--- src/rtl/rms_pkg.sv ---
// ----------------------------------------------------------------------------
// rms_pkg
// Shared constants and types of the block rms meter.
// ----------------------------------------------------------------------------
package rms_pkg;

  localparam int MAX_SAMPLES = 1024;

  localparam int SAMPLE_W  = 16;
  localparam int RMS_W     = 16;
  localparam int OUT_CNT_W = 11;
  localparam int SQ_W      = 2 * SAMPLE_W;

  // count holds 0..MAX_SAMPLES
  localparam int CNT_W = $clog2(MAX_SAMPLES + 1);
  // sum of squares is at most MAX_SAMPLES * 2^30
  localparam int SUM_W = CNT_W + 30;
  // mean is at most 2^30; kept even for the root
  localparam int MEAN_W = 2 * RMS_W;

  localparam int Q_DEPTH = 2;
  localparam int Q_PTR_W = $clog2(Q_DEPTH);
  localparam int Q_CNT_W = $clog2(Q_DEPTH + 1);

  typedef struct packed {
    logic [SUM_W-1:0] sum;
    logic [CNT_W-1:0] count;
    logic             overflow;
  } job_t;

endpackage

--- src/rtl/rms_in_if.sv ---
// ----------------------------------------------------------------------------
// rms_in_if
// Sample channel: valid/ready handshake with one signed sample per item.
// ----------------------------------------------------------------------------
interface rms_in_if;
  logic                         valid;
  logic                         ready;
  logic [rms_pkg::SAMPLE_W-1:0] sample;
  logic                         last;

  modport source (output valid, output sample, output last, input ready);
  modport sink   (input valid, input sample, input last, output ready);
endinterface

--- src/rtl/rms_out_if.sv ---
// ----------------------------------------------------------------------------
// rms_out_if
// Result channel: valid/ready handshake with one block result per item.
// ----------------------------------------------------------------------------
interface rms_out_if;
  logic                          valid;
  logic                          ready;
  logic [rms_pkg::RMS_W-1:0]     rms_value;
  logic [rms_pkg::OUT_CNT_W-1:0] sample_count;
  logic                          overflow;

  modport source (output valid, output rms_value, output sample_count,
                  output overflow, input ready);
  modport sink   (input valid, input rms_value, input sample_count,
                  input overflow, output ready);
endinterface

--- src/rtl/rms_front.sv ---
// ----------------------------------------------------------------------------
// rms_front
// Squares each sample and accumulates it; on the last sample of a block
// hands sum, count and overflow flag to the job queue.
// ----------------------------------------------------------------------------
module rms_front (
  input  logic            clk,
  input  logic            rst,
  rms_in_if.sink          samples,
  output logic            push,
  output rms_pkg::job_t   job,
  input  logic            q_ready
);

  logic [rms_pkg::SUM_W-1:0]    sum;
  logic [rms_pkg::CNT_W-1:0]    count;
  logic                         overflowed;

  logic                         fire;
  logic                         room;
  logic [rms_pkg::SAMPLE_W-1:0] mag;
  logic [rms_pkg::SQ_W-1:0]     square;
  logic [rms_pkg::SUM_W-1:0]    sum_next;
  logic [rms_pkg::CNT_W-1:0]    count_next;
  logic                         overflowed_next;

  // only a last item needs a free queue slot
  assign samples.ready = q_ready || !samples.last;
  assign fire          = samples.valid && samples.ready;

  assign room   = count < rms_pkg::CNT_W'(rms_pkg::MAX_SAMPLES);
  assign mag    = samples.sample[rms_pkg::SAMPLE_W-1] ? (~samples.sample + 1'b1)
                                                      : samples.sample;
  assign square = rms_pkg::SQ_W'(mag) * rms_pkg::SQ_W'(mag);

  always_comb begin
    if (room) begin
      sum_next        = sum + rms_pkg::SUM_W'(square);
      count_next      = count + 1'b1;
      overflowed_next = overflowed;
    end else begin
      sum_next        = sum;
      count_next      = count;
      overflowed_next = 1'b1;
    end
  end

  assign push         = fire && samples.last;
  assign job.sum      = sum_next;
  assign job.count    = count_next;
  assign job.overflow = overflowed_next;

  always_ff @(posedge clk) begin
    if (rst) begin
      sum        <= '0;
      count      <= '0;
      overflowed <= 1'b0;
    end else if (fire) begin
      if (samples.last) begin
        sum        <= '0;
        count      <= '0;
        overflowed <= 1'b0;
      end else begin
        sum        <= sum_next;
        count      <= count_next;
        overflowed <= overflowed_next;
      end
    end
  end

endmodule

--- src/rtl/rms_queue.sv ---
// ----------------------------------------------------------------------------
// rms_queue
// Short register queue of finished block totals between front and back.
// ----------------------------------------------------------------------------
module rms_queue (
  input  logic          clk,
  input  logic          rst,
  input  logic          push,
  input  rms_pkg::job_t wr_job,
  output logic          wr_ready,
  input  logic          pop,
  output logic          rd_valid,
  output rms_pkg::job_t rd_job
);

  rms_pkg::job_t                entries [rms_pkg::Q_DEPTH];
  logic [rms_pkg::Q_PTR_W-1:0]  wr_ptr;
  logic [rms_pkg::Q_PTR_W-1:0]  rd_ptr;
  logic [rms_pkg::Q_CNT_W-1:0]  fill;
  logic                         do_push;
  logic                         do_pop;

  assign wr_ready = fill != rms_pkg::Q_CNT_W'(rms_pkg::Q_DEPTH);
  assign rd_valid = fill != '0;
  assign rd_job   = entries[rd_ptr];
  assign do_push  = push && wr_ready;
  assign do_pop   = pop && rd_valid;

  function automatic logic [rms_pkg::Q_PTR_W-1:0] bump(
    input logic [rms_pkg::Q_PTR_W-1:0] p
  );
    if (p == rms_pkg::Q_PTR_W'(rms_pkg::Q_DEPTH - 1)) begin
      return '0;
    end
    return p + 1'b1;
  endfunction

  always_ff @(posedge clk) begin
    if (do_push) begin
      entries[wr_ptr] <= wr_job;
    end
  end

  always_ff @(posedge clk) begin
    if (rst) begin
      wr_ptr <= '0;
      rd_ptr <= '0;
      fill   <= '0;
    end else begin
      if (do_push) begin
        wr_ptr <= bump(wr_ptr);
      end
      if (do_pop) begin
        rd_ptr <= bump(rd_ptr);
      end
      if (do_push && !do_pop) begin
        fill <= fill + 1'b1;
      end else if (do_pop && !do_push) begin
        fill <= fill - 1'b1;
      end
    end
  end

endmodule

--- src/rtl/rms_back.sv ---
// ----------------------------------------------------------------------------
// rms_back
// Divides a block's sum of squares by its count one quotient bit a cycle,
// then takes the integer square root one digit a cycle, and holds the
// result in an output register.
// ----------------------------------------------------------------------------
module rms_back (
  input  logic          clk,
  input  logic          rst,
  input  logic          q_valid,
  input  rms_pkg::job_t q_job,
  output logic          pop,
  rms_out_if.source     results
);

  localparam logic [1:0] ST_IDLE = 2'd0;
  localparam logic [1:0] ST_DIV  = 2'd1;
  localparam logic [1:0] ST_SQRT = 2'd2;
  localparam logic [1:0] ST_DONE = 2'd3;

  localparam int STEP_W = $clog2(rms_pkg::SUM_W);
  localparam int REM_W  = rms_pkg::RMS_W + 1;

  logic [1:0]                  state;
  logic [STEP_W-1:0]           step;

  logic [rms_pkg::SUM_W-1:0]   quot;
  logic [rms_pkg::CNT_W-1:0]   div_rem;
  logic [rms_pkg::CNT_W-1:0]   divisor;
  logic                        ovf;

  logic [rms_pkg::MEAN_W-1:0]  rad;
  logic [REM_W-1:0]            sq_rem;
  logic [rms_pkg::RMS_W-1:0]   root;

  logic [rms_pkg::CNT_W:0]     div_sh;
  logic                        div_ge;
  logic [REM_W+1:0]            sq_sh;
  logic [REM_W+1:0]            trial;
  logic                        sq_ge;

  logic                        out_valid;
  logic [rms_pkg::RMS_W-1:0]   out_rms;
  logic [rms_pkg::OUT_CNT_W-1:0] out_cnt;
  logic                        out_ovf;

  assign div_sh = {div_rem, quot[rms_pkg::SUM_W-1]};
  assign div_ge = div_sh >= {1'b0, divisor};

  assign sq_sh  = {sq_rem, rad[rms_pkg::MEAN_W-1 -: 2]};
  assign trial  = {1'b0, root, 2'b01};
  assign sq_ge  = sq_sh >= trial;

  assign pop = (state == ST_IDLE) && q_valid;

  assign results.valid        = out_valid;
  assign results.rms_value    = out_rms;
  assign results.sample_count = out_cnt;
  assign results.overflow     = out_ovf;

  always_ff @(posedge clk) begin
    case (state)
      ST_IDLE: begin
        quot    <= q_job.sum;
        divisor <= q_job.count;
        ovf     <= q_job.overflow;
        div_rem <= '0;
      end
      ST_DIV: begin
        div_rem <= div_ge ? rms_pkg::CNT_W'(div_sh - {1'b0, divisor})
                          : rms_pkg::CNT_W'(div_sh);
        quot    <= {quot[rms_pkg::SUM_W-2:0], div_ge};
        // quotient complete: load the radicand
        if (step == '0) begin
          rad    <= rms_pkg::MEAN_W'({quot[rms_pkg::SUM_W-2:0], div_ge});
          sq_rem <= '0;
          root   <= '0;
        end
      end
      ST_SQRT: begin
        sq_rem <= sq_ge ? REM_W'(sq_sh - trial) : REM_W'(sq_sh);
        root   <= {root[rms_pkg::RMS_W-2:0], sq_ge};
        rad    <= {rad[rms_pkg::MEAN_W-3:0], 2'b00};
      end
      default: begin
      end
    endcase
  end

  always_ff @(posedge clk) begin
    if (rst) begin
      state     <= ST_IDLE;
      step      <= '0;
      out_valid <= 1'b0;
    end else begin
      // a new result may replace the one taken in the same cycle
      if ((state == ST_DONE) && (!out_valid || results.ready)) begin
        out_valid <= 1'b1;
      end else if (results.valid && results.ready) begin
        out_valid <= 1'b0;
      end
      case (state)
        ST_IDLE: begin
          if (q_valid) begin
            state <= ST_DIV;
            step  <= STEP_W'(rms_pkg::SUM_W - 1);
          end
        end
        ST_DIV: begin
          if (step == '0) begin
            state <= ST_SQRT;
            step  <= STEP_W'(rms_pkg::RMS_W - 1);
          end else begin
            step <= step - 1'b1;
          end
        end
        ST_SQRT: begin
          if (step == '0) begin
            state <= ST_DONE;
          end else begin
            step <= step - 1'b1;
          end
        end
        ST_DONE: begin
          if (!out_valid || results.ready) begin
            state <= ST_IDLE;
          end
        end
        default: begin
          state <= ST_IDLE;
        end
      endcase
    end
  end

  always_ff @(posedge clk) begin
    if ((state == ST_DONE) && (!out_valid || results.ready)) begin
      out_rms <= root;
      out_cnt <= rms_pkg::OUT_CNT_W'(divisor);
      out_ovf <= ovf;
    end
  end

endmodule

--- src/rtl/block_rms_meter_top.sv ---
// ----------------------------------------------------------------------------
// block_rms_meter_top
// RMS of blocks of signed Q1.15 samples, one result per block.
//
//   channel   dir  item fields                        handshake
//   samples   in   sample[15:0] signed, last          valid / ready
//   results   out  rms_value[15:0], sample_count[10:0],
//                  overflow                           valid / ready
//
// samples are taken one per cycle unless a last sample stalls; squaring and accumulation are combinational
// each finished block waits in a 2-entry queue for the back end, which works
// on one block at a time until its result is out: serial divide, serial root
// a last sample stalls only while the queue is full; others never stall
// reset clears sums, counts, queue fill and output valid flag at once
// ----------------------------------------------------------------------------
module block_rms_meter_top (
  input  logic     clk,
  input  logic     rst,
  rms_in_if.sink   samples,
  rms_out_if.source results
);

  logic          push;
  rms_pkg::job_t wr_job;
  logic          q_ready;
  logic          pop;
  logic          q_valid;
  rms_pkg::job_t rd_job;

  rms_front u_front (
    .clk     (clk),
    .rst     (rst),
    .samples (samples),
    .push    (push),
    .job     (wr_job),
    .q_ready (q_ready)
  );

  rms_queue u_queue (
    .clk      (clk),
    .rst      (rst),
    .push     (push),
    .wr_job   (wr_job),
    .wr_ready (q_ready),
    .pop      (pop),
    .rd_valid (q_valid),
    .rd_job   (rd_job)
  );

  rms_back u_back (
    .clk     (clk),
    .rst     (rst),
    .q_valid (q_valid),
    .q_job   (rd_job),
    .pop     (pop),
    .results (results)
  );

endmodule
--- src/flat_wrapper.sv ---
// flat-port wrapper written by rule: the top's interface ports become plain ports
module block_rms_meter_top_flat 
  (clk, rst, samples_valid, samples_sample, samples_last, samples_ready, results_valid, results_rms_value, results_sample_count, results_overflow, results_ready);
  rms_in_if samples_i ();
  rms_out_if results_i ();
  input  logic clk;
  input  logic rst;
  input wire logic [$bits(samples_i.valid)-1:0] samples_valid;
  input wire logic [$bits(samples_i.sample)-1:0] samples_sample;
  input wire logic [$bits(samples_i.last)-1:0] samples_last;
  output wire logic [$bits(samples_i.ready)-1:0] samples_ready;
  output wire logic [$bits(results_i.valid)-1:0] results_valid;
  output wire logic [$bits(results_i.rms_value)-1:0] results_rms_value;
  output wire logic [$bits(results_i.sample_count)-1:0] results_sample_count;
  output wire logic [$bits(results_i.overflow)-1:0] results_overflow;
  input wire logic [$bits(results_i.ready)-1:0] results_ready;
  assign samples_i.valid = samples_valid;
  assign samples_i.sample = samples_sample;
  assign samples_i.last = samples_last;
  assign samples_ready = samples_i.ready;
  assign results_valid = results_i.valid;
  assign results_rms_value = results_i.rms_value;
  assign results_sample_count = results_i.sample_count;
  assign results_overflow = results_i.overflow;
  assign results_i.ready = results_ready;
  block_rms_meter_top u_core (.clk(clk), .rst(rst), .samples(samples_i), .results(results_i));
endmodule
--- config.mk ---
export PLATFORM = sky130hd
export DESIGN_NAME = block_rms_meter_top_flat
export DESIGN_NICKNAME = d
export VERILOG_FILES = /design/src/rtl/rms_pkg.sv /design/src/rtl/rms_in_if.sv /design/src/rtl/rms_out_if.sv /design/src/rtl/rms_front.sv /design/src/rtl/rms_queue.sv /design/src/rtl/rms_back.sv /design/src/rtl/block_rms_meter_top.sv /design/src/flat_wrapper.sv
export SDC_FILE = /design/constraint.sdc
export NUM_CORES = 1
export LEC_CHECK = 0
export BUFFER_PORTS_ARGS = -buffer_cell sky130_fd_sc_hd__buf_2
export CAP_MARGIN = 5
export CORE_MARGIN = 2
export CORE_UTILIZATION = 57
export CTS_CLUSTER_DIAMETER = 60
export DETAILED_ROUTE_END_ITERATION = 8
export HOLD_SLACK_MARGIN = 0.12
export PLACE_DENSITY = 0.72
export SYNTH_ARGS = -nofsm -noshare
export SYNTH_HDL_FRONTEND = slang
export SYNTH_SLANG_ARGS = --single-unit
--- constraint.sdc ---
create_clock -name clk -period 11.73 [get_ports clk]
set_clock_uncertainty 0.05 [all_clocks]
set_input_delay 2.346 -clock clk [delete_from_list [all_inputs] [get_ports clk]]
set_output_delay 2.346 -clock clk [all_outputs]
set_load 0.005 [all_outputs]
== Word-level counts from Yosys, hierarchy flattened ==
Memories as Yosys holds them, arrays and structs flattened. A register that Yosys moved wholly into a read port is not among the register bits.
Index checks and enable logic that the tools add are counted.

* Bits of input ports: 21
* Word-level logic and storage cells: 114
* Output and inout bits: 30
* Memories: 1
* Bits in writable memories: 106
* Flip-flop bits (word level): 223

* $lt $le $gt $ge: 3
* Add/sub/neg operators: 10
* Reduce and logical (&&, ||, !) cells: 26
* Mux-type cells: 44
* Eq/ne operators: 9
* Bitwise operators: 1
* Multipliers: 1

{| class="wikitable"
|+ Memories
! memory !! depth !! bits a word !! rd ports !! clocked after memory_dff !! write ports !! line !! source
|-
| u_core.u_queue.entries || 2 || 53 || 1 || 1 || 1 || rms_queue.sv:16 || <nowiki>rms_pkg::job_t entries [rms_pkg::Q_DEPTH];</nowiki>
|}

{| class="wikitable"
|+ Operator list
! kind !! count
|-
| 2-to-1 mux 41 bit || 2
|-
| one-hot mux 41 bit (2 select lines) || 1
|-
| one-hot mux 32 bit (2 select lines) || 1
|-
| adder 41 x 32 -> 41 bit || 1
|-
| 2-to-1 mux 17 bit || 2
|-
| one-hot mux 17 bit (2 select lines) || 1
|-
| 2-to-1 mux 11 bit || 3
|-
| multiplier 16 x 16 -> 32 bit || 1
|-
| 2-to-1 mux 16 bit || 2
|-
| 2-to-1 mux 32 bit || 1
|-
| one-hot mux 16 bit (2 select lines) || 1
|-
| one-hot mux 11 bit (2 select lines) || 1
|-
| greater-or-equal comparator 19 x 18 -> 1 bit || 1
|-
| 2-to-1 mux 1 bit || 18
|-
| 2-to-1 mux 6 bit || 3
|-
| one-hot mux 6 bit (3 select lines) || 1
|-
| subtractor 17 bit || 1
|-
| adder 16 x 1 -> 16 bit (second input constant) || 1
|-
| inverter 16 bit || 1
|-
| greater-or-equal comparator 12 x 11 -> 1 bit || 1
|-
| 2-to-1 mux 2 bit || 6
|-
| adder 11 x 1 -> 11 bit (second input constant) || 1
|-
| < comparator 11 bit (second input constant) || 1
|-
| subtractor 11 bit || 1
|-
| 19 further kinds || 41
|}

== Longest topological paths before layout ==
* Depth in word-level cells: 9
* Depth in mapped cells: 33
* Gate-level depth less buffers: 30

== By module ==
A second synthesis with hierarchy kept.

* Cells, all modules: 2189
* Area, all modules: 23550.1 µm²

{| class="wikitable"
|+ By module, submodules not included
! module !! seq. area each (µm²) !! times used !! area an instance (µm²) !! cells an instance
|-
| rms_front || 1061.0 || 1 || 11415.9 || 1391
|-
| rms_back || 4894.7 || 1 || 8094.0 || 609
|-
| rms_queue || 3283.1 || 1 || 4040.1 || 189
|}

== Worst setup path after synthesis ==
OpenSTA, ideal clock, no wires.

* Path type: input -> register
* Start: in samples_sample[0]
* End: mem u_core.u_queue.entries[0][45] (netlist bit), data pin
* Required time: 11.423 ns
* Path slack: 1.901 ns
* Stages on the path: 28
* Data arrival time: 9.522 ns
* Cell sequence: clkbuf_1 clkinv_1 ha_1 nand2b_1 o31ai_1 xor2_1 inv_1 buf_2 nand2_1 fa_1 fa_1 fa_1 inv_1 fa_1 fa_1 inv_1 fa_1 inv_1 ha_1 clkbuf_1 nand2_1 o21ai_0 a221oi_1 o31a_1 o31ai_1 mux2i_1 a21oi_1 a21o_1

{| class="wikitable"
|+ RTL lines
! item !! line !! source
|-
| start: declaration || flat_wrapper.sv:9 || <nowiki>input wire logic [$bits(samples_i.sample)-1:0] samples_sample;</nowiki>
|-
| end: declaration || rms_queue.sv:16 ||
|}

== Final worst setup path ==
* Start: in samples_sample[0]
* End: reg u_core.u_front.sum[36] (netlist bit)

* Longest elaborated chain between the ends: 7

{| class="wikitable"
|+ RTL lines
! item !! line !! source
|-
| inverter 16 bit || rms_front.sv:32 || <nowiki>assign mag = samples.sample[rms_pkg::SAMPLE_W-1] ? (~samples.sample + 1'b1)</nowiki>
|-
| adder 16 x 1 -> 16 bit || rms_front.sv:32 ||
|-
| 2-to-1 mux 16 bit (*) || rms_front.sv:32 ||
|-
| multiplier 16 x 16 -> 32 bit (*) || rms_front.sv:34 || <nowiki>assign square = rms_pkg::SQ_W'(mag) * rms_pkg::SQ_W'(mag);</nowiki>
|-
| adder 41 x 32 -> 41 bit (*) || rms_front.sv:38 || <nowiki>sum_next = sum + rms_pkg::SUM_W'(square);</nowiki>
|-
| 2-to-1 mux 41 bit (*) || rms_front.sv:37 || <nowiki>if (room) begin</nowiki>
|-
| 2-to-1 mux 41 bit (*) || rms_front.sv:59 || <nowiki>if (samples.last) begin</nowiki>
|-
| end signal: assignment || rms_front.sv:64 || <nowiki>sum <= sum_next;</nowiki>
|-
| end: declaration || rms_front.sv:15 || <nowiki>logic [rms_pkg::SUM_W-1:0] sum;</nowiki>
|}

Every way passes the cells marked *; elsewhere a longest branch is shown, timed or not.
A chain may end at the register's enable or synchronous reset.

==> parameters.txt <==
Parameter                              Value

Clock network
  TritonCTS Buffers    34
  Clock tree sinks    330
  Quantity of gates resized following cts    0
  Latest clock arrival within the worst-skew pair    0.52 ns
  Post CTS Setup Buffer Count    0
  Clock-pin slew reported for the worst setup and hold paths after clock tree synthesis    0.07 ns
  Cell at the root of the clock tree    clkbuf_16
  Number of buffers inserted by hold repair at cts    0
  CTS tree    built
  Largest buffer count on any clock path    3
  # H-tree levels    2

Synth
  EDFF count, synth    263
  Count of distinct cell types in the synthesized netlist    70
  #FFs+latches synth    330
  Ys async rst share    0
  Cells after synthesis    2244
  Warnings from Yosys    0
  Mapped cell area    23300 µm²
  Avg Cell Area, Syn    10.4 µm²
  Post-synth top flop    edfxtp_1
  Sequential fraction of the synthesis area    0.396

Worst setup path
  Slowest Stage Delay on Critical Path    0.71 ns
  CP max stage cell    or4b_2
  Signal arrival time at the worst endpoint    11.00 ns
  Worst Path Buf+Inv    6
  Critical path endpoint category    flop
  Cell repeated most along the worst path    fa_1
  Crit path max fanout    11
  Element type at the critical path start    primary input
  Required time of the critical path    12.12 ns
  Worst setup path class    primary input to flop
  Top Family by Delay on Critical Path    adder cells

Detailed routing
  Violation count after the first detailed-routing iteration    926
  Average vias per placed instance    5.51
  1st-pass router iterations    5
  Post-Route WL    48.5 mm
  # DRC    0
  Post-route antenna net violation count    0
  Total number of vias    15600
  Post-DR wirelength/cell    17.1 µm

Place
  Buffers added on ports    50
  Hpwl dp    36.5 mm
  Routability congestion estimate    0.928

Global routing
  Global-route wire length before repair    80.2 mm
  Via count of the first global-routing pass    16400
  Pin count of the biggest net entering global routing    84
  Antenna violations before repair    0
  Tot GR Track Use    0.236
  Total congestion overflow    0

Layout
  Share of the core filled with cells    0.624
  P&R area growth vs syn    8.70%
  Number of diodes added for antenna fixing    0
  Fill cells    3223
  Total number of nets in the final design    2643
  Share of final-layout standard cells stronger than drive strength 1    0.0892

Floorplanning
  Die Wd    206 µm
  Starting density of the core    0.574
  Std-Cell Rows    74
  Floorplan core area    40600 µm²
  Die footprint    42600 µm²
  IO Pins    51
  Chip height    206 µm

Timing
  Maximum achievable frequency    94.3 MHz
  Tightest slew margin relative to the limit    0.272
  Accumulated negative setup slack    0 ns
  RSZ-0062 raised after global routing    no
  Actual slew at the worst max-slew pin    1.09 ns
  Min Hold Slack    0.370 ns
  Final number of setup-violating endpoints    0
  Period Utilization, post-route    0.904
  Number of pins exceeding their max-slew limit in the final report    0
  Count of endpoints failing hold in the final timing report    0
  Minimum clock period    10.60 ns

Min path
  Hold/Removal Path Class    flop to flop

Run
  Max-Cap Viols    0

Outcome
  Outcome    finished, final reports clean
-- flip-flops by register name, indices dropped and copies added (netlist names), named ones only --
| register | count |
|---|---|
| u_core.u_back.ovf | 1 |
| u_core.u_back.results.valid | 1 |
| u_core.u_queue.fill | 2 |
| u_core.u_queue.wr_ptr | 1 |
| u_core.u_back.div_rem | 11 |
| u_core.u_front.sum | 41 |
| u_core.u_back.results.overflow | 1 |
| u_core.u_queue.entries | 106 |
| u_core.u_back.sq_rem | 17 |
| u_core.u_back.results.rms_value | 16 |
| u_core.u_back.divisor | 11 |
| u_core.u_front.count | 11 |
| u_core.u_back.results.sample_count | 11 |
| u_core.u_back.rad | 32 |
| u_core.u_front.overflowed | 1 |
| u_core.u_back.quot | 41 |
| u_core.u_queue.rd_ptr | 1 |
| u_core.u_back.state | 2 |
| u_core.u_back.step | 6 |
| u_core.u_back.root | 16 |
-- per-stage QoR --
step | instance area, µm² | setup slack (ns) | instances
6_report | 25400 | 1.13 | 2841
3_3_place_gp | 24200 | 0.845 | 2779
4_1_cts | 25400 | 1.19 | 2841
5_1_grt | 25400 | 0.643 | 2841
2_1_floorplan | 23400 | 1.90 | 2253
3_5_place_dp | 24200 | 0.677 | 2779
-- layout make-up --
cell class,instances,area (µm²),share of cell area
Multi-Input combinational cell,1440,12300,0.486
Sequential cell,330,9240,0.364
Inverter,402,1510,0.0596
Clock buffer,47,983,0.0388
Tap cell,532,666,0.0262
Timing Repair Buffer,75,438,0.0173
Clock inverter,15,190,0.00750
-- synth_stat cells (3+ instances only) --
cell / number / area share
nor4b_1: 4 / 0.0015
o31ai_1: 7 / 0.0023
a211oi_1: 9 / 0.0029
and2_1: 10 / 0.0027
or4_1: 5 / 0.0016
nor3b_1: 3 / 0.00097
or3_1: 12 / 0.0032
mux2_2: 56 / 0.027
nand2b_1: 10 / 0.0027
clkinv_1: 4 / 0.00064
a31o_2: 3 / 0.0011
nor2_1: 174 / 0.028
a21o_1: 37 / 0.012
o41ai_1: 3 / 0.0011
a2111oi_0: 3 / 0.0011
clkbuf_1: 71 / 0.011
a22oi_1: 28 / 0.0090
o21bai_1: 6 / 0.0019
nor2b_1: 20 / 0.0054
and3_1: 13 / 0.0035
nand3b_1: 8 / 0.0026
xnor2_1: 42 / 0.016
nand4_1: 13 / 0.0035
o211ai_1: 5 / 0.0016
inv_1: 395 / 0.064
edfxtp_1: 263 / 0.34
a21boi_0: 3 / 0.00097
buf_1: 7 / 0.0011
a21oi_1: 89 / 0.019
dfxtp_1: 67 / 0.057
ha_1: 144 / 0.077
o21a_1: 5 / 0.0016
mux2i_1: 56 / 0.024
nor3_1: 27 / 0.0058
fa_1: 195 / 0.17
nand2_1: 201 / 0.032
xor2_1: 39 / 0.015
a31oi_1: 15 / 0.0040
nand3_1: 27 / 0.0058
nor4_1: 4 / 0.0011
o21ai_0: 118 / 0.025
buf_2: 3 / 0.00064
a221oi_1: 4 / 0.0015
-- cell usage in the layout, fill, tap and decap left out, types with 37 or more instances in the layout --
cell / count
buf_2: 50
ha_1: 143
mux2i_1: 56
a21oi_1: 89
o21ai_0: 116
nor2_1: 173
xor2_1: 39
clkbuf_16: 37
dfxtp_1: 65
xnor2_1: 42
mux2_2: 56
edfxtp_1: 263
a21o_1: 37
fa_1: 195
inv_1: 395
nand2_1: 201
-- metal layers --
| metal | vias to the layer above | global-route usage | share of wire |
|---|---|---|---|
| met5 | - | 0 | 0 |
| met4 | 0 | 0.0753 | 0.025 |
| met3 | 76 | 0.0265 | 0.047 |
| met2 | 401 | 0.415 | 0.49 |
| met1 | 7630 | 0.306 | 0.44 |
| li1 | 7541 | - | - |
-- logic make-up after synthesis --
family                     after synthesis  share of synthesized area
muxes                                  112                     0.0511
xor gates and xnor gates                83                     0.0323
and+or+nand+nor                        540                      0.104
other                                    2                   0.000322
buffers and inverters                  483                     0.0780
AOI/OAI and AO/OA                      355                     0.0940
DFF                                    330                      0.396
adders and majority gates              339                      0.245
-- worst paths after layout --
check                                      startpoint                             end  slack, ns  depth (start not counted)
worst max register to register  u_core.u_front.sum[6]   u_core.u_queue.entries[1][52]       6.16                         17
worst min-delay path                u_core.u_back.ovf  u_core.u_back.results.overflow       0.37                          0
worst min register to register      u_core.u_back.ovf  u_core.u_back.results.overflow       0.37                          0
worst max-delay path                samples_sample[0]          u_core.u_front.sum[36]       1.13                         27
Power is left out: the tool's default activity adds up to more than one toggle a clock period on the data nets, which glitch-free logic cannot reach.
